==> src/rtl/core/rge_pkg.sv <==
// Shared types and constants of the rotated 2D Gaussian evaluator.
`timescale 1ns / 1ps
`default_nettype none

package rge_pkg;

    localparam int unsigned COORD_W   = 24;
    localparam int unsigned DIFF_W    = 25;
    localparam int unsigned COEF_W    = 32;
    localparam int unsigned PROD_W    = 57;
    localparam int unsigned SUM_W     = 58;
    localparam int unsigned NUM_W     = 56;
    localparam int unsigned SPREAD_W  = 24;
    localparam int unsigned QUO_W     = 31;
    localparam int unsigned DIV_LAT   = 31;
    localparam int unsigned EXP_TERMS = 12;
    localparam int unsigned PIPE_LAT  = 4 + DIV_LAT + 4 + 2 * EXP_TERMS + 3;

    localparam logic [30:0] Q30_ONE      = 31'h4000_0000;
    localparam logic [15:0] QUARTER_TURN = 16'd23040;
    localparam logic [15:0] HALF_TURN    = 16'd46080;
    // One degree in radians, Q30; the fraction of the Q8.8 angle is shifted out after the multiply.
    localparam logic [24:0] DEG_TO_RAD   = 25'd18740330;
    localparam logic [30:0] LOG2E_Q30    = 31'd1549082005;
    localparam logic [29:0] LN2_Q30      = 30'd744261118;

    localparam logic [2:0] REG_AMPLITUDE = 3'd0;
    localparam logic [2:0] REG_CENTRE_X  = 3'd1;
    localparam logic [2:0] REG_CENTRE_Y  = 3'd2;
    localparam logic [2:0] REG_SPREAD_X  = 3'd3;
    localparam logic [2:0] REG_SPREAD_Y  = 3'd4;
    localparam logic [2:0] REG_ANGLE     = 3'd5;

    // Series divisors: sine terms first, then cosine terms. Each division of a
    // 32-bit value is a multiply by the rounded-up reciprocal and a shift.
    localparam int unsigned TRIG_DIVS = 11;
    localparam logic [3:0]  SIN_LAST  = 4'd5;
    localparam logic [3:0]  COS_LAST  = 4'd10;

    localparam logic [32:0] TRIG_RCP [TRIG_DIVS] = '{
        33'(((64'd1 << 40) + 64'd155) / 64'd156),
        33'(((64'd1 << 39) + 64'd109) / 64'd110),
        33'(((64'd1 << 39) + 64'd71) / 64'd72),
        33'(((64'd1 << 38) + 64'd41) / 64'd42),
        33'(((64'd1 << 37) + 64'd19) / 64'd20),
        33'(((64'd1 << 35) + 64'd5) / 64'd6),
        33'(((64'd1 << 40) + 64'd131) / 64'd132),
        33'(((64'd1 << 39) + 64'd89) / 64'd90),
        33'(((64'd1 << 38) + 64'd55) / 64'd56),
        33'(((64'd1 << 37) + 64'd29) / 64'd30),
        33'(((64'd1 << 36) + 64'd11) / 64'd12)
    };

    localparam logic [5:0] TRIG_SHIFT [TRIG_DIVS] = '{
        6'd40, 6'd39, 6'd39, 6'd38, 6'd37, 6'd35,
        6'd40, 6'd39, 6'd38, 6'd37, 6'd36
    };

    // Exponential series, divisors 12 down to 1, for 30-bit dividends.
    localparam logic [30:0] EXP_RCP [EXP_TERMS] = '{
        31'(((64'd1 << 34) + 64'd11) / 64'd12),
        31'(((64'd1 << 34) + 64'd10) / 64'd11),
        31'(((64'd1 << 34) + 64'd9) / 64'd10),
        31'(((64'd1 << 34) + 64'd8) / 64'd9),
        31'(((64'd1 << 33) + 64'd7) / 64'd8),
        31'(((64'd1 << 33) + 64'd6) / 64'd7),
        31'(((64'd1 << 33) + 64'd5) / 64'd6),
        31'(((64'd1 << 33) + 64'd4) / 64'd5),
        31'(((64'd1 << 32) + 64'd3) / 64'd4),
        31'(((64'd1 << 32) + 64'd2) / 64'd3),
        31'(((64'd1 << 31) + 64'd1) / 64'd2),
        31'((64'd1 << 30) / 64'd1)
    };

    localparam logic [5:0] EXP_SHIFT [EXP_TERMS] = '{
        6'd34, 6'd34, 6'd34, 6'd34, 6'd33, 6'd33,
        6'd33, 6'd33, 6'd32, 6'd32, 6'd31, 6'd30
    };

    typedef enum logic [2:0] {
        TRIG_IDLE,
        TRIG_ARG,
        TRIG_SQR,
        TRIG_MUL,
        TRIG_DIV,
        TRIG_SIN,
        TRIG_COS,
        TRIG_FIN
    } trig_state_t;

    typedef struct packed {
        logic signed [COEF_W-1:0] sn;
        logic signed [COEF_W-1:0] cs;
    } trig_coef_t;

    typedef struct packed {
        logic [29:0] y;
        logic [4:0]  n;
        logic        unf;
    } exp_side_t;

endpackage

`default_nettype wire

==> src/rtl/core/rge_div.sv <==
// Pipelined restoring divider, one quotient bit per stage, with overflow detect.
`timescale 1ns / 1ps
`default_nettype none

module rge_div (
    input  wire logic                            clk,
    input  wire logic                            en,
    input  wire logic [rge_pkg::NUM_W-1:0]       num,
    input  wire logic [rge_pkg::SPREAD_W-1:0]    den,
    output logic      [rge_pkg::QUO_W-1:0]       quo,
    output logic                                 ovf
);

    localparam int unsigned SW  = rge_pkg::SPREAD_W;
    localparam int unsigned QW  = rge_pkg::QUO_W;
    localparam int unsigned LAT = rge_pkg::DIV_LAT;

    logic [SW-1:0] rem_reg [LAT];
    logic [SW-1:0] rem_next [LAT];
    logic [QW-1:0] quo_reg [LAT];
    logic [QW-1:0] quo_next [LAT];
    logic [QW-1:0] low_reg [LAT-1];
    logic [QW-1:0] low_next [LAT-1];
    logic          ovf_reg [LAT];
    logic          ovf_next [LAT];

    for (genvar i = 0; i < LAT; i++)
    begin : g_step
        logic [SW-1:0] rem_in;
        logic [QW-1:0] low_in;
        logic [QW-1:0] quo_in;
        logic          ovf_in;
        logic [SW:0]   trial;
        logic          fits;

        if (i == 0)
        begin : g_first
            // A quotient that needs more than QW bits is flagged here.
            assign rem_in = num[rge_pkg::NUM_W-2:QW];
            assign low_in = num[QW-1:0];
            assign quo_in = '0;
            assign ovf_in = (num[rge_pkg::NUM_W-1:QW] >= {1'b0, den});
        end
        else
        begin : g_rest
            assign rem_in = rem_reg[i-1];
            assign low_in = low_reg[i-1];
            assign quo_in = quo_reg[i-1];
            assign ovf_in = ovf_reg[i-1];
        end

        assign trial = {rem_in, low_in[QW-1]};
        assign fits  = (trial >= {1'b0, den});

        always_comb
        begin
            rem_next[i] = fits ? SW'(trial - {1'b0, den}) : trial[SW-1:0];
            quo_next[i] = {quo_in[QW-2:0], fits};
            ovf_next[i] = ovf_in;
        end

        always_ff @(posedge clk)
        begin
            if (en)
            begin
                rem_reg[i] <= rem_next[i];
                quo_reg[i] <= quo_next[i];
                ovf_reg[i] <= ovf_next[i];
            end
        end

        if (i < LAT - 1)
        begin : g_low
            assign low_next[i] = {low_in[QW-2:0], 1'b0};

            always_ff @(posedge clk)
            begin
                if (en)
                begin
                    low_reg[i] <= low_next[i];
                end
            end
        end
    end

    assign quo = quo_reg[LAT-1];
    assign ovf = ovf_reg[LAT-1];

endmodule

`default_nettype wire
==> config.mk <==
export PLATFORM = sky130hd
export DESIGN_NAME = rge_div
export DESIGN_NICKNAME = d
export VERILOG_FILES = /design/src/rtl/core/rge_pkg.sv /design/src/rtl/core/rge_div.sv
export SDC_FILE = /design/constraint.sdc
export NUM_CORES = 2
export LEC_CHECK = 0
export BUFFER_PORTS_ARGS = -buffer_cell sky130_fd_sc_hd__clkbuf_2
export CORE_AREA = 2 2 617 619
export DETAILED_ROUTE_END_ITERATION = 8
export DIE_AREA = 0 0 619 621
export PLACE_DENSITY = 0.38
export SYNTH_ARGS = -nofsm -noshare
export SYNTH_HDL_FRONTEND = slang
export SYNTH_SLANG_ARGS = --single-unit
==> constraint.sdc <==
create_clock -name clk -period 5.5 [get_ports clk]
set_clock_uncertainty 0.15 [all_clocks]
set_input_delay 0.825 -clock clk [delete_from_list [all_inputs] [get_ports clk]]
set_output_delay 0.825 -clock clk [all_outputs]
set_load 0.05 [all_outputs]
After elaboration in Yosys (flattened, before gate mapping)
Memories as Yosys holds them, arrays and structs flattened.
Cells that the tools add are included.
{"block": "op_classes", "magnitude_cmp": 32, "mux": 33, "n_addsub": 31}
{"cell": "greater-or-equal comparator 25 x 24 -> 1 bit", "n": 32}
{"cell": "two-way mux 24 bit", "n": 31}
{"cell": "subtractor 24 bit", "n": 31}
{"cell": "two-way mux 1 bit", "n": 2}
{"block": "totals", "reg_bits": 0, "memories": 4, "in_bits": 82, "output_inout_bits": 32, "wordCells": 100, "ramBits": 2636}
{"memory": "quo_reg", "words": 31, "word_bits": 31, "rd": 31, "rd_clocked_by_memory_dff": 0, "wr": 31, "line": "rge_div.sv:20", "rtl": "logic [QW-1:0] quo_reg [LAT];"}
{"memory": "low_reg", "words": 30, "word_bits": 30, "rd": 30, "rd_clocked_by_memory_dff": 0, "wr": 30, "line": "rge_div.sv:22", "rtl": "logic [QW-1:0] low_reg [LAT-1];"}
{"memory": "rem_reg", "words": 31, "word_bits": 24, "rd": 30, "rd_clocked_by_memory_dff": 0, "wr": 31, "line": "rge_div.sv:18", "rtl": "logic [SW-1:0] rem_reg [LAT];"}
{"memory": "ovf_reg", "words": 31, "word_bits": 1, "rd": 31, "rd_clocked_by_memory_dff": 0, "wr": 31, "line": "rge_div.sv:24", "rtl": "logic ovf_reg [LAT];"}

Depth between registers and ports, before layout
An unclocked memory read counts as a cell.
{"block": "depth", "word_depth": 3, "ltp_mapped": 14, "depth_no_buf": 13}

Least setup slack after synthesis
No wires, ideal clock.
{"block": "synth_path", "path_kind": "input port to flip-flop", "start": "in den[6] (netlist bit)", "end": "mem rem_reg[0][87] (netlist bit), data pin", "stages": 12, "slack_ns": 0.791, "n_path_buf": 1, "setup_ns": 0.268, "t_arrival_ns": 4.291, "t_required_ns": 5.082, "cell_sequence": "inv_1 -> ha_1 -> a21o_1 -> a21o_1 -> a32o_1 -> a311oi_2 -> nand2_1 -> a41o_1 -> a221o_1 -> a2111oi_4 -> clkbuf_1 -> o21ai_0"}
{"element": "from (decl)", "line": "rge_div.sv:9", "rtl": "input wire logic [rge_pkg::SPREAD_W-1:0] den,"}
{"element": "to (decl)", "line": "rge_div.sv:18"}

==> results.md <==
- Clock Sink Count: between 1500 and 2000
- Crit. End Element: flop
- Top cells by count, synth: 1712 x edfxtp_1, 768 x ha_1, 628 x a21oi_1, 599 x o21ai_0, 557 x nand2_1
- Relative slew margins: between 10% and 20%
- Final WL: 259000 um
- Die W: just over 600 um
- Synthesis-to-layout area growth: 17.3%
- Yosys reg bits: ~1700
- Post-synth EDFFs: about 1700
- Leak: between 40 and 50 nW
- Die Y: 621 um
- RSZ-0062 raised after global routing: no
- Routed vias/inst: about 4.7
- Minimum clock period: 4.37 ns
- Netlist cell types: 81
- Clock tree buffer depth: 4
- # IOs: approximately 110
- Max Cap Violations: 0
- DP HPWL: around 180000 um
- Data required time of the worst path: 5.97 ns
- Row cnt: between 200 and 250
- Placer Congestion: 0.833
- Core area: around 0.38 sq mm
- Crit Path Category: flop to flop
- Synthesized instance count: 7731
- Synth area leaders: edfxtp_1 55%, ha_1 10%, mux2_2 4.1%
- Post-Syn Area: approximately 0.094 sq mm
- Worst hold slack: about 0.16 ns
- Syn Area/Cell: 12.2 sq um
- Worst-Margin Slew: 1.25 ns
- Hold Path Class: input port to flop
- Die ar.: between 0.3 and 0.4 sq mm
- Period utilization: around 80%
- Number of global-route vias before repair: 62800
- TritonCTS clock tree: yes
- Hold Vio Cnt, Final: 0
- Outcome: completed
- Iteration-0 DRC Markers: approximately 4000
- Post-CTS Setup Repair Bufs: 0
- Max reg flops: 720
- DP Area: about 0.10 sq mm
- IO Port Bufs: around 110
- Sw Pwr: around 0.025 W
- Initial antenna violation count: 18
- Sw Ratio: roughly 37%
- PwrDens: just over 600 mW/mm^2
- Fin util: 29.2%
- Post-synth top flop: edfxtp_1
- Post-synth ARST share: 0%
- DR WL/cell: approximately 19 um
- H-tree depth: 4
- Nets: ~9000
- CP Max Fanout: 24
- Total internal power: 0.0422 W
- Synth warn: 0
- Worst VDD drop: 262 uV
- Antenna viol nets, final: 0
- Part of the Yosys area used for sequential elements: around 55%
- Total power: roughly 0.067 W
- Starting density of the core: roughly a quarter
- Most common cell in the netlist: edfxtp_1
- Global-route wire length before repair: just under 400000 um
- CTS Buf Count: 221
- DR pass1 iterations: 5
- Root Driver: clkbuf_16
- FMAX: 229 MHz
- Final setup viols: 0
- Largest net degree at the start of global routing: between 100 and 150
- Largest area contributor in the netlist: edfxtp_1
- Setup TNS: 0 ns
- Skew-Pair Late Insertion Delay: just over 0.9 ns
- Vias: between 60000 and 70000
- Mapped Nets: 8611
- # DRC: 0
- Cell area after layout: 0.110 sq mm
- Clock power frac: ~22%
- CTS clock-pin slew for the worst setup and hold paths: about 0.06 ns
- Final Slew Violations: 0
- Overflow after GRT: 0
- Area share of the largest cell type after synthesis: 54.7%
- All-Layer GR Usage: roughly an eighth
- CP arrival: just under 5 ns
- Flop pwr share: approximately a third
- Layout cell share with drive strength beyond 1: roughly 13%
- CP startpoint kind: flop
- Logic pwr share: 45.1%
layer usage:
metal	share of wire [%]	global-route usage [%]	wire length [um]
met1	46	17.8	120000
met2	46	21.6	120000
met3	4.0	1.93	10400
met4	3.4	4.37	8710
met5	0	0	0
per-stage QoR:
stage	instances	setup slack, ns
floorplan	7731	0.791
global placement	12900	0.299
detailed placement	12900	0.301
CTS	13300	1.13
global route	13300	0.840
finish	13300	1.13
power groups by stage:
| stage | Clock (W) | Combinational (W) | Sequential, W |
|---|---|---|---|
| after floorplan | 0 | 0.0227 | 0.0211 |
| after global placement | 0 | 0.0299 | 0.0225 |
| after detailed placement | 0 | 0.0301 | 0.0224 |
| after CTS | 0.0156 | 0.0304 | 0.0222 |
| after global routing | 0.0160 | 0.0339 | 0.0225 |
| final | 0.0148 | 0.0303 | 0.0221 |
cell type report:
class	instances	area, sq um
fillers	38600	268000
diodes	7	17.5
repair buffers	335	2990
clock inverters	160	1750
multi-input cells	5614	41200
flip-flops and latches	1712	51400
clock buffers	248	5630
well taps	5016	6280
inverters	257	965
cells by family after synthesis:
| logic type | Yosys count | share of synthesized area, % |
|---|---|---|
| AO/OA/AOI/OAI | 2139 | 14.1 |
| XOR/XNOR | 590 | 5.50 |
| adder cells (fa/ha/maj) | 798 | 10.9 |
| buffers and inverters | 405 | 1.64 |
| flip-flops | 1712 | 54.7 |
| multiplexers | 383 | 4.54 |
| AND/OR/NAND/NOR | 1704 | 8.64 |
what timing repair did:
| action | 4_1_cts | 5_1_grt |
|---|---|---|
| resized for setup | 0 | 0 |
| hold buffers | 30 | 0 |
| hold endpoints to repair | 30 | 0 |
critical path: stages, from the launching register on:
cell	delay, ns
edfxtp_1	0.42
ha_1	0.40
nand3_1	0.12
a21oi_1	0.19
o311ai_0	0.20
a31o_2	0.33
o2bb2ai_1	0.26
a221o_1	0.23
o21ai_0	0.11
a31o_2	0.28
o21ai_2	0.94
mux2_2	0.45
layout by cell type (no fill, tap or decap), types with 42 or more instances in the layout:
master     synthesis  routed
clkbuf_2           0     110
a31oi_1           47      45
buf_12             0      54
mux2_2           344     344
nand4_1           97      97
o21bai_1          75      75
nand2b_1         102     102
a21o_1           319     319
nor2_1           405     405
clkinv_1           0      42
nor2b_1          109     109
nor3_1            96      95
and3_1            64      64
clkinv_2           0      52
o31ai_1           57      57
nand3_1          122     122
edfxtp_1        1712    1712
xnor2_1          364     364
o21a_1            94      94
clkbuf_16          0     221
xor2_1           226     226
inv_1            256     233
a211oi_1          48      48
a21oi_1          628     625
buf_4              0     140
nand2_1          557     557
ha_1             768     768
o21ai_0          599     599
final timing paths:
kind	start	to	slack, ns	depth (start not counted)
setup / recovery	rem_reg[1][98]$_DFFE_PP_	rem_reg[1][141]$_DFFE_PP_	1.13	11
hold / removal	num[51]	rem_reg[0][21]$_DFFE_PP_	0.16	2
setup reg to reg	rem_reg[1][98]$_DFFE_PP_	rem_reg[1][141]$_DFFE_PP_	1.13	11
hold reg to reg	low_reg[0][114]$_DFFE_PP_	low_reg[0][145]$_DFFE_PP_	0.22	0
(Power assumes the default switching activity.)
