<file path="src/rtl/core/rge_pkg.sv">
// Shared types and constants of the rotated 2D Gaussian evaluator.
`timescale 1ns / 1ps
`default_nettype none

package rge_pkg;

    localparam int unsigned COORD_W   = 24;
    localparam int unsigned DIFF_W    = 25;
    localparam int unsigned COEF_W    = 32;
    localparam int unsigned PROD_W    = 57;
    localparam int unsigned SUM_W     = 58;
    localparam int unsigned NUM_W     = 56;
    localparam int unsigned SPREAD_W  = 24;
    localparam int unsigned QUO_W     = 31;
    localparam int unsigned DIV_LAT   = 31;
    localparam int unsigned EXP_TERMS = 12;
    localparam int unsigned PIPE_LAT  = 4 + DIV_LAT + 4 + 2 * EXP_TERMS + 3;

    localparam logic [30:0] Q30_ONE      = 31'h4000_0000;
    localparam logic [15:0] QUARTER_TURN = 16'd23040;
    localparam logic [15:0] HALF_TURN    = 16'd46080;
    // One degree in radians, Q30; the fraction of the Q8.8 angle is shifted out after the multiply.
    localparam logic [24:0] DEG_TO_RAD   = 25'd18740330;
    localparam logic [30:0] LOG2E_Q30    = 31'd1549082005;
    localparam logic [29:0] LN2_Q30      = 30'd744261118;

    localparam logic [2:0] REG_AMPLITUDE = 3'd0;
    localparam logic [2:0] REG_CENTRE_X  = 3'd1;
    localparam logic [2:0] REG_CENTRE_Y  = 3'd2;
    localparam logic [2:0] REG_SPREAD_X  = 3'd3;
    localparam logic [2:0] REG_SPREAD_Y  = 3'd4;
    localparam logic [2:0] REG_ANGLE     = 3'd5;

    // Series divisors: sine terms first, then cosine terms. Each division of a
    // 32-bit value is a multiply by the rounded-up reciprocal and a shift.
    localparam int unsigned TRIG_DIVS = 11;
    localparam logic [3:0]  SIN_LAST  = 4'd5;
    localparam logic [3:0]  COS_LAST  = 4'd10;

    localparam logic [32:0] TRIG_RCP [TRIG_DIVS] = '{
        33'(((64'd1 << 40) + 64'd155) / 64'd156),
        33'(((64'd1 << 39) + 64'd109) / 64'd110),
        33'(((64'd1 << 39) + 64'd71) / 64'd72),
        33'(((64'd1 << 38) + 64'd41) / 64'd42),
        33'(((64'd1 << 37) + 64'd19) / 64'd20),
        33'(((64'd1 << 35) + 64'd5) / 64'd6),
        33'(((64'd1 << 40) + 64'd131) / 64'd132),
        33'(((64'd1 << 39) + 64'd89) / 64'd90),
        33'(((64'd1 << 38) + 64'd55) / 64'd56),
        33'(((64'd1 << 37) + 64'd29) / 64'd30),
        33'(((64'd1 << 36) + 64'd11) / 64'd12)
    };

    localparam logic [5:0] TRIG_SHIFT [TRIG_DIVS] = '{
        6'd40, 6'd39, 6'd39, 6'd38, 6'd37, 6'd35,
        6'd40, 6'd39, 6'd38, 6'd37, 6'd36
    };

    // Exponential series, divisors 12 down to 1, for 30-bit dividends.
    localparam logic [30:0] EXP_RCP [EXP_TERMS] = '{
        31'(((64'd1 << 34) + 64'd11) / 64'd12),
        31'(((64'd1 << 34) + 64'd10) / 64'd11),
        31'(((64'd1 << 34) + 64'd9) / 64'd10),
        31'(((64'd1 << 34) + 64'd8) / 64'd9),
        31'(((64'd1 << 33) + 64'd7) / 64'd8),
        31'(((64'd1 << 33) + 64'd6) / 64'd7),
        31'(((64'd1 << 33) + 64'd5) / 64'd6),
        31'(((64'd1 << 33) + 64'd4) / 64'd5),
        31'(((64'd1 << 32) + 64'd3) / 64'd4),
        31'(((64'd1 << 32) + 64'd2) / 64'd3),
        31'(((64'd1 << 31) + 64'd1) / 64'd2),
        31'((64'd1 << 30) / 64'd1)
    };

    localparam logic [5:0] EXP_SHIFT [EXP_TERMS] = '{
        6'd34, 6'd34, 6'd34, 6'd34, 6'd33, 6'd33,
        6'd33, 6'd33, 6'd32, 6'd32, 6'd31, 6'd30
    };

    typedef enum logic [2:0] {
        TRIG_IDLE,
        TRIG_ARG,
        TRIG_SQR,
        TRIG_MUL,
        TRIG_DIV,
        TRIG_SIN,
        TRIG_COS,
        TRIG_FIN
    } trig_state_t;

    typedef struct packed {
        logic signed [COEF_W-1:0] sn;
        logic signed [COEF_W-1:0] cs;
    } trig_coef_t;

    typedef struct packed {
        logic [29:0] y;
        logic [4:0]  n;
        logic        unf;
    } exp_side_t;

endpackage

`default_nettype wire

</file>
<file path="src/rtl/core/rge_trig.sv">
// Sequencer that turns the rotation angle into sine and cosine in Q30.
`timescale 1ns / 1ps
`default_nettype none

module rge_trig (
    input  wire logic               clk,
    input  wire logic               rst_n,
    input  wire logic               start,
    input  wire logic [15:0]        angle,
    output logic                    busy,
    output rge_pkg::trig_coef_t     coef
);

    localparam logic [1:0] QUAD_I   = 2'd0;
    localparam logic [1:0] QUAD_II  = 2'd1;
    localparam logic [1:0] QUAD_III = 2'd2;

    rge_pkg::trig_state_t state_reg, state_next;
    logic [3:0]  idx_reg, idx_next;
    logic [30:0] x_reg, x_next;
    logic [31:0] x2_reg, x2_next;
    logic [30:0] t_reg, t_next;
    logic [31:0] p_reg, p_next;
    logic [30:0] s_reg, s_next;
    logic [30:0] c_reg, c_next;
    rge_pkg::trig_coef_t coef_reg, coef_next;

    logic [1:0]  quad;
    logic [14:0] resid;
    logic [32:0] mul_a;
    logic [32:0] mul_b;
    logic [65:0] prod;
    logic [65:0] quot;
    logic [30:0] half;

    always_comb
    begin
        if (angle >= rge_pkg::HALF_TURN)
        begin
            quad  = QUAD_III;
            resid = 15'(angle - rge_pkg::HALF_TURN);
        end
        else if (angle >= rge_pkg::QUARTER_TURN)
        begin
            quad  = QUAD_II;
            resid = 15'(angle - rge_pkg::QUARTER_TURN);
        end
        else
        begin
            quad  = QUAD_I;
            resid = angle[14:0];
        end
    end

    // One shared multiplier; its operands follow the step in progress.
    always_comb
    begin
        mul_a = '0;
        mul_b = '0;
        case (state_reg)
            rge_pkg::TRIG_ARG:
            begin
                mul_a = 33'(resid);
                mul_b = 33'(rge_pkg::DEG_TO_RAD);
            end
            rge_pkg::TRIG_SQR:
            begin
                mul_a = 33'(x_reg);
                mul_b = 33'(x_reg);
            end
            rge_pkg::TRIG_MUL, rge_pkg::TRIG_COS:
            begin
                mul_a = 33'(x2_reg);
                mul_b = 33'(t_reg);
            end
            rge_pkg::TRIG_DIV:
            begin
                mul_a = 33'(p_reg);
                mul_b = rge_pkg::TRIG_RCP[idx_reg];
            end
            rge_pkg::TRIG_SIN:
            begin
                mul_a = 33'(x_reg);
                mul_b = 33'(t_reg);
            end
            default:
            begin
                mul_a = '0;
                mul_b = '0;
            end
        endcase
    end

    assign prod = 66'(mul_a) * 66'(mul_b);
    assign quot = prod >> rge_pkg::TRIG_SHIFT[idx_reg];
    assign half = prod[61:31];

    always_comb
    begin
        state_next = state_reg;
        idx_next   = idx_reg;
        x_next     = x_reg;
        x2_next    = x2_reg;
        t_next     = t_reg;
        p_next     = p_reg;
        s_next     = s_reg;
        c_next     = c_reg;
        coef_next  = coef_reg;
        case (state_reg)
            rge_pkg::TRIG_IDLE:
            begin
                state_next = rge_pkg::TRIG_IDLE;
            end
            rge_pkg::TRIG_ARG:
            begin
                x_next     = prod[38:8];
                state_next = rge_pkg::TRIG_SQR;
            end
            rge_pkg::TRIG_SQR:
            begin
                x2_next    = prod[61:30];
                state_next = rge_pkg::TRIG_MUL;
            end
            rge_pkg::TRIG_MUL:
            begin
                p_next     = prod[61:30];
                state_next = rge_pkg::TRIG_DIV;
            end
            rge_pkg::TRIG_DIV:
            begin
                t_next = rge_pkg::Q30_ONE - quot[30:0];
                if (idx_reg != rge_pkg::COS_LAST)
                begin
                    idx_next = idx_reg + 4'd1;
                end
                if (idx_reg == rge_pkg::SIN_LAST)
                begin
                    state_next = rge_pkg::TRIG_SIN;
                end
                else if (idx_reg == rge_pkg::COS_LAST)
                begin
                    state_next = rge_pkg::TRIG_COS;
                end
                else
                begin
                    state_next = rge_pkg::TRIG_MUL;
                end
            end
            rge_pkg::TRIG_SIN:
            begin
                s_next     = prod[60:30];
                t_next     = rge_pkg::Q30_ONE;
                state_next = rge_pkg::TRIG_MUL;
            end
            rge_pkg::TRIG_COS:
            begin
                // Near a right angle the truncated series dips below zero; clamp it.
                c_next     = (half > rge_pkg::Q30_ONE) ? 31'd0 : rge_pkg::Q30_ONE - half;
                state_next = rge_pkg::TRIG_FIN;
            end
            rge_pkg::TRIG_FIN:
            begin
                case (quad)
                    QUAD_I:
                    begin
                        coef_next.sn = 32'(s_reg);
                        coef_next.cs = 32'(c_reg);
                    end
                    QUAD_II:
                    begin
                        coef_next.sn = 32'(c_reg);
                        coef_next.cs = 32'd0 - 32'(s_reg);
                    end
                    QUAD_III:
                    begin
                        coef_next.sn = 32'd0 - 32'(s_reg);
                        coef_next.cs = 32'd0 - 32'(c_reg);
                    end
                    default:
                    begin
                        coef_next.sn = 32'd0 - 32'(c_reg);
                        coef_next.cs = 32'(s_reg);
                    end
                endcase
                state_next = rge_pkg::TRIG_IDLE;
            end
            default:
            begin
                state_next = rge_pkg::TRIG_IDLE;
            end
        endcase
        // A new angle restarts the sequence from the argument step.
        if (start)
        begin
            state_next = rge_pkg::TRIG_ARG;
            idx_next   = 4'd0;
            t_next     = rge_pkg::Q30_ONE;
        end
    end

    always_ff @(posedge clk or negedge rst_n)
    begin
        if (!rst_n)
        begin
            state_reg   <= rge_pkg::TRIG_IDLE;
            idx_reg     <= 4'd0;
            coef_reg.sn <= '0;
            coef_reg.cs <= 32'(rge_pkg::Q30_ONE);
        end
        else
        begin
            state_reg <= state_next;
            idx_reg   <= idx_next;
            coef_reg  <= coef_next;
        end
    end

    always_ff @(posedge clk)
    begin
        x_reg  <= x_next;
        x2_reg <= x2_next;
        t_reg  <= t_next;
        p_reg  <= p_next;
        s_reg  <= s_next;
        c_reg  <= c_next;
    end

    assign busy = (state_reg != rge_pkg::TRIG_IDLE);
    assign coef = coef_reg;

endmodule

`default_nettype wire

</file>
<file path="config.mk">
export PLATFORM = sky130hd
export DESIGN_NAME = rge_trig
export DESIGN_NICKNAME = d
export VERILOG_FILES = /design/src/rtl/core/rge_pkg.sv /design/src/rtl/core/rge_trig.sv
export SDC_FILE = /design/constraint.sdc
export NUM_CORES = 2
export LEC_CHECK = 0
export BUFFER_PORTS_ARGS = -buffer_cell sky130_fd_sc_hd__buf_2
export CAP_MARGIN = 20
export CORE_MARGIN = 4
export CORE_UTILIZATION = 50
export CTS_BUF_LIST = sky130_fd_sc_hd__clkbuf_8
export DETAILED_ROUTE_END_ITERATION = 10
export PLACE_DENSITY = 0.78
export SYNTH_ARGS = -nofsm -noshare
export SYNTH_HDL_FRONTEND = slang
export SYNTH_SLANG_ARGS = --single-unit
</file>
<file path="constraint.sdc">
create_clock -name clk -period 28.4 [get_ports clk]
set_input_delay 1.42 -clock clk [delete_from_list [all_inputs] [get_ports clk]]
set_output_delay 1.42 -clock clk [all_outputs]
set_load 0.01 [all_outputs]
</file>
Word level (Yosys, flattened, before mapping) --
Memories as Yosys holds them, arrays and structs flattened. Index checks and enable logic that the tools add are counted.
Storage, ports and cells: flip-flop bits (word level) 259, bits in read-only memories 624, logic and storage cells 68, memories 2
Cells by class: add/subtract/negate cells 7, multipliers 1, magnitude comparators 4, equality and inequality tests 12, shifts and indexed selects 1, multiplexer cells 19, bitwise gates (word level) 1, reduce and logical (&&, ||, !) cells 11
Memories:
- (no name shown) | words 16, bits a word 33, rd ports 1, clocked after memory_dff 0, wr ports 0, RTL line rge_trig.sv:79 | mul_b = rge_pkg::TRIG_RCP[idx_reg];
- (no name shown) | words 16, bits a word 6, rd ports 1, clocked after memory_dff 0, wr ports 0, RTL line rge_trig.sv:95 | assign quot = prod >> rge_pkg::TRIG_SHIFT[idx_reg];
Operator list (count):
- case mux 64 bit (3 select lines) | 1
- case mux 33 bit (4 select lines) | 1
- case mux 32 bit (4 select lines) | 1
- multiplier 33 x 33 -> 66 bit | 1
- two-way mux 33 bit | 2
- >> shifter 66 x 6 -> 31 bit | 1
- subtractor 1 x 31 -> 32 bit, first input constant | 2
- case mux 31 bit (2 select lines) | 1
- subtractor 31 bit, first input constant | 2
- > comparator 31 bit, second input constant | 1
- two-way mux 15 bit | 2
- case mux 3 bit (6 select lines) | 1
- greater-or-equal comparator 16 x 15 -> 1 bit, second input constant | 1
- greater-or-equal comparator 16 bit, second input constant | 1
- subtractor 15 x 14 -> 15 bit, second input constant | 1
- subtractor 15 bit, second input constant | 1
- equality test 3 bit, second input constant | 4
- two-way mux 4 bit | 3
- two-way mux 6 bit | 2
- two-way mux 3 bit | 3
- equality test 3 x 2 -> 1 bit, second input constant | 2
- nonzero test 2 bit | 3
- OR reduction 2 bit | 3
- greater-or-equal comparator 5 bit, second input constant | 1
- other kinds (15) | 15

Longest topological paths before layout --
depth in word-level cells 9, gate-level depth with buffers 49, gate-level depth less buffers 47

Least setup slack after synthesis --
No wires, ideal clock.
kind input to register, from in angle[10], to reg t_reg[18], library setup time 0.117 ns, arrival 12.281 ns, data required time 28.283 ns, path slack 16.002 ns, cell stages on the path 41, path buffers 3, cell sequence inv_1 > ha_1 > a21o_1 > a21oi_1 > o21ai_0 > a21oi_1 > nor2_1 > xnor2_1 > a221oi_1 > clkbuf_1 > nor2_1 > fa_1 > inv_1 > fa_1 > fa_1 > fa_1 > fa_1 > inv_1 > (+5 left out) > ha_1 > clkbuf_1 > a21oi_1 > o21ai_0 > a21o_1 > or4_1 > or3_4 > nand3_2 > o2bb2ai_2 > a221oi_2 > or3b_1 > and4b_1 > buf_6 > nor4_4 > nand2_2 > or4_1 > xor2_1 > a22o_1
Between the ends: cells in the longest elaborated chain, start to end 8, elaborated cells between the ends (all ways) 11, classes of those cells add/sub: 3; mul: 1; order compare: 2; shift: 1; mux: 4
Ends and longest elaborated chain:
- start: declaration | RTL line rge_trig.sv:9 | input wire logic [15:0] angle,
- subtractor 15 bit or greater-or-equal comparator 16 x 15 -> 1 bit (tied branches) | RTL line rge_trig.sv:46, rge_trig.sv:43
- two-way mux 15 bit | RTL line rge_trig.sv:43 | else if (angle >= rge_pkg::QUARTER_TURN)
- two-way mux 15 bit * | RTL line rge_trig.sv:38 | if (angle >= rge_pkg::HALF_TURN)
- case mux 32 bit (4 select lines) * | RTL line rge_trig.sv:60 | case (state_reg)
- multiplier 33 x 33 -> 66 bit * | RTL line rge_trig.sv:94 | assign prod = 66'(mul_a) * 66'(mul_b);
- >> shifter 66 x 6 -> 31 bit * | RTL line rge_trig.sv:95
- subtractor 31 bit * | RTL line rge_trig.sv:131 | t_next = rge_pkg::Q30_ONE - quot[30:0];
- case mux 31 bit (2 select lines) * | RTL line rge_trig.sv:109 | case (state_reg)
- end signal: assignment | RTL line rge_trig.sv:222 | t_reg <= t_next;
- end: declaration | RTL line rge_trig.sv:22 | logic [30:0] t_reg, t_next;
Every way passes the cells marked *; elsewhere a longest branch is shown, timed or not. A chain may end at the register's enable or synchronous reset.

Final worst setup path --
from in angle[8], to reg t_reg[26]
Between the ends: cells in the longest elaborated chain, start to end 8, elaborated cells between the ends (all ways) 11, classes of those cells add/sub: 3; mul: 1; order compare: 2; shift: 1; mux: 4
Ends and longest elaborated chain:
- subtractor 15 bit or greater-or-equal comparator 16 x 15 -> 1 bit (tied branches) | RTL line rge_trig.sv:46, rge_trig.sv:43
- two-way mux 15 bit | RTL line rge_trig.sv:43
- two-way mux 15 bit * | RTL line rge_trig.sv:38
- case mux 32 bit (4 select lines) * | RTL line rge_trig.sv:60
- multiplier 33 x 33 -> 66 bit * | RTL line rge_trig.sv:94
- named net prod[47] | RTL line rge_trig.sv:32 | logic [65:0] prod;
- >> shifter 66 x 6 -> 31 bit * | RTL line rge_trig.sv:95
- subtractor 31 bit * | RTL line rge_trig.sv:131
- case mux 31 bit (2 select lines) * | RTL line rge_trig.sv:109
Mark *: on every way through the listed nets, which the timed path passes. The rest lies on a longest branch.

==> flow_summary.yaml <==
drt:
  vias: 48100
  first_pass_iters: 9
  drtAntennaViolNets: 0
  drc: 0
  routed_wl_um: 206000
  vias_per_cell: 6.35
  wl_per_cell_um: 27.2
  drt_iter0_drc: 6157
setup_path:
  path_max_fanout: 53
  r2r.worst_path.cells: 36
  crit_arrival_ps: 16500
  crit_type: "input pin to flop"
  crit_slowest_cell: "nor3_2"
  worst_path_most_repeated_cell: "fa_1"
  path_delay_family: "simple AND/OR/NAND/NOR gates"
  crit_buf_inv: 7
  start_kind: "input pin"
  max_stage_delay_ps: 1000
  cp.required_ps: 28890
  worstSetupPathDepth: 41
  end_kind: "flop"
clock_tree:
  hold_buffers: 0
  cts_max_level: 2
  clk_pin_slew_ps: 60
  clock_path_buffers: 3
  root_buffer: "clkbuf_8"
  postCtsSetupRepairBufs: 0
  cts_sinks: 259
  numCtsBuffers: 47
  clk-insertion-delay-late_ps: 640
  cts_tree: "yes"
  cts.repair.resized: 0
layout:
  finalNetCount: 7377
  fill_cells: 9547
  area_growth_pct: 5.82
  multi_input_area_um2: 41400
  seq_area_um2: 7120
  instances_no_fill: 7582
  largest_register_ffs: 64
  drive_above_1_share_pct: 7.05
  fin_area_um2: 56400
sta:
  finalCriticalPeriod_ps: 16010
  timing.hold.ws_ps: 463
  clock.fmax_mhz: 62.5
  fin_crit_sh_pct: 56.4
  finalMaxSlewViolations: 0
  hold_viol: 0
  finalSetupViolCount: 0
  finClkSkew_ps: 51.0
  worstMarginPinSlew_ps: 1380
  rsz0062_at_grt: "no"
  fin_tns_setup_ps: 0
  relSlewSlack_pct: 8.30
global_routing:
  first_global_vias: 48400
  grt_start_max_net_pins: 105
  met3_usage_pct: 9.33
  antenna_found_initial: 10
  grt_pass1_wl_um: 311000
  grt_use_met2_pct: 54.9
  grt.overflow.total: 0
  grtUsageMet1_pct: 49.0
  top_usage_layer: "met2"
  grt_use_total_pct: 36.8
place:
  postPlaceCellArea_um2: 55400
  dp.cells: 7486
  gp_congestion: 1.09
  port_buffers: 83
  post-dp-hpwl_um: 166000
die:
  dieArea_um2: 112000
  ios: 84
  die_h_um: 334
  core.rowCount: 119
  die_x_um: 334
  start_util_pct: 50.5
  core_area_um2: 106000
outcome:
  run_status: "complete, no violations"
synthesis:
  ys_seq_elements: 259
  yosysSeqAreaShare_pct: 13.3
  synth_area_um2: 53300
  yosysUniqueCellTypes: 117
  synthCells: 6259
  synth.avg_cell_area_um2: 8.52
  ys_warn_count: 0
  synth_edf_count: 157
  ys_async_sr_fraction_pct: 27.4
  synth_top_flop_cell: "edfxtp_1"
  syn_nets: 7490
min_path:
  hp-class: "flop to flop"
  min_path_cells: 2
run:
  max_cap_violations: 0
cell type report:
type,instances,area share (%)
Timing Repair Buffer,208,2.40
Inverter,1019,6.79
Clock inverter,37,0.484
Multi-Input combinational cell,4611,73.3
Tap cell,1391,3.09
Antenna cell,6,0.0266
Sequential cell,259,12.6
Clock buffer,51,1.24
worst paths after layout:
check	start	to	slack (ps)
setup / recovery	angle[8]	t_reg[26]	12390
hold / removal	coef[30]	coef[30]	460
setup reg to reg	state_reg[0]	t_reg[26]	13620
hold reg to reg	coef[30]	coef[30]	460
max in group asynchronous	rst_n	state_reg[0]	26730
min in group asynchronous	rst_n	state_reg[0]	1020
Yosys cell counts, types with 18 or more instances:
| cell | n | share of area, % |
|---|---|---|
| a221o_1 | 20 | 0.38 |
| xor2_1 | 46 | 0.76 |
| o22ai_1 | 36 | 0.42 |
| a21oi_1 | 207 | 1.9 |
| inv_1 | 1017 | 7.2 |
| edfxtp_1 | 157 | 8.8 |
| xnor2_1 | 78 | 1.3 |
| or3_1 | 41 | 0.48 |
| nand2b_1 | 36 | 0.42 |
| nand4_1 | 70 | 0.82 |
| a22o_1 | 32 | 0.53 |
| fa_1 | 926 | 35 |
| o21ai_0 | 236 | 2.2 |
| a211oi_1 | 39 | 0.55 |
| ha_1 | 286 | 6.7 |
| a31oi_1 | 31 | 0.36 |
| nand2_1 | 1069 | 7.5 |
| a221oi_1 | 63 | 1.0 |
| nor4_1 | 32 | 0.38 |
| o21a_1 | 32 | 0.45 |
| nor2_1 | 492 | 3.5 |
| a22oi_1 | 32 | 0.45 |
| nor3_1 | 109 | 1.0 |
| dfxtp_1 | 31 | 1.2 |
| and4_1 | 28 | 0.46 |
| nor3b_1 | 33 | 0.46 |
| o211ai_1 | 23 | 0.32 |
| mux2i_1 | 75 | 1.4 |
| a21o_1 | 34 | 0.48 |
| nor2b_1 | 31 | 0.36 |
| or4_1 | 18 | 0.25 |
| dfrtp_1 | 70 | 3.3 |
| clkbuf_1 | 340 | 2.4 |
| and2_1 | 99 | 1.2 |
| nand3_1 | 66 | 0.62 |
| buf_1 | 19 | 0.13 |
tightest hold or removal path, stage by stage, from the launching register on:
cell     delay (ps)
dfstp_2         360
nand2_1          40
o21ai_1          50
layer usage:
metal	vias to the layer above	routed length [um]	part of all wire [%]
met3	701	27300	13
met5	-	45	0.022
li1	20100	-	-
met2	3382	87900	43
met1	23900	75800	37
met4	6	15200	7.4
kinds of logic after synthesis:
group | after synthesis | synth area share (%)
buf+inv | 1389 | 9.86
flops | 259 | 13.3
mux | 94 | 1.89
fa+ha+maj | 1212 | 41.5
xor+xnor | 127 | 2.13
simple gates | 2205 | 18.8
compound gates | 973 | 12.5
cells in the final DEF (no fill, tap or decap), types with 19 or more instances in the layout:
cell      netlist  final
nand2_1      1069   1068
a31oi_1        31     31
nand2b_1       36     36
nor4_1         32     32
a21o_1         34     34
nor3_1        109    107
a21oi_1       207    204
nor2_1        492    482
clkbuf_8        0     51
and4_1         28     28
buf_4           1    123
a22oi_1        32     32
or3_1          41     41
buf_2           5     84
o21a_1         32     32
inv_1        1017   1034
nand4_1        70     70
a22o_1         32     32
o211ai_1       23     23
o21ai_0       236    232
nand3_1        66     65
xnor2_1        78     77
xor2_1         46     46
a221oi_1       63     55
dfxtp_1        31     31
fa_1          926    926
a211oi_1       39     39
ha_1          286    286
a221o_1        20     19
edfxtp_1      157    157
o22ai_1        36     27
and2_1         99     99
nor2b_1        31     30
nor3b_1        33     33
dfrtp_1        70     67
mux2i_1        75     75
metrics by stage:
step           worst slack (ps)  util (%)
6_report                  12390      53.4
5_1_grt                   12150      53.4
4_1_cts                   13000      53.4
3_5_place_dp              12420      52.5
3_3_place_gp              12350      52.5
2_1_floorplan             16000         -
Power is not shown: default switching activity piles up to over one toggle a cycle in this logic, so the estimate is an artifact.
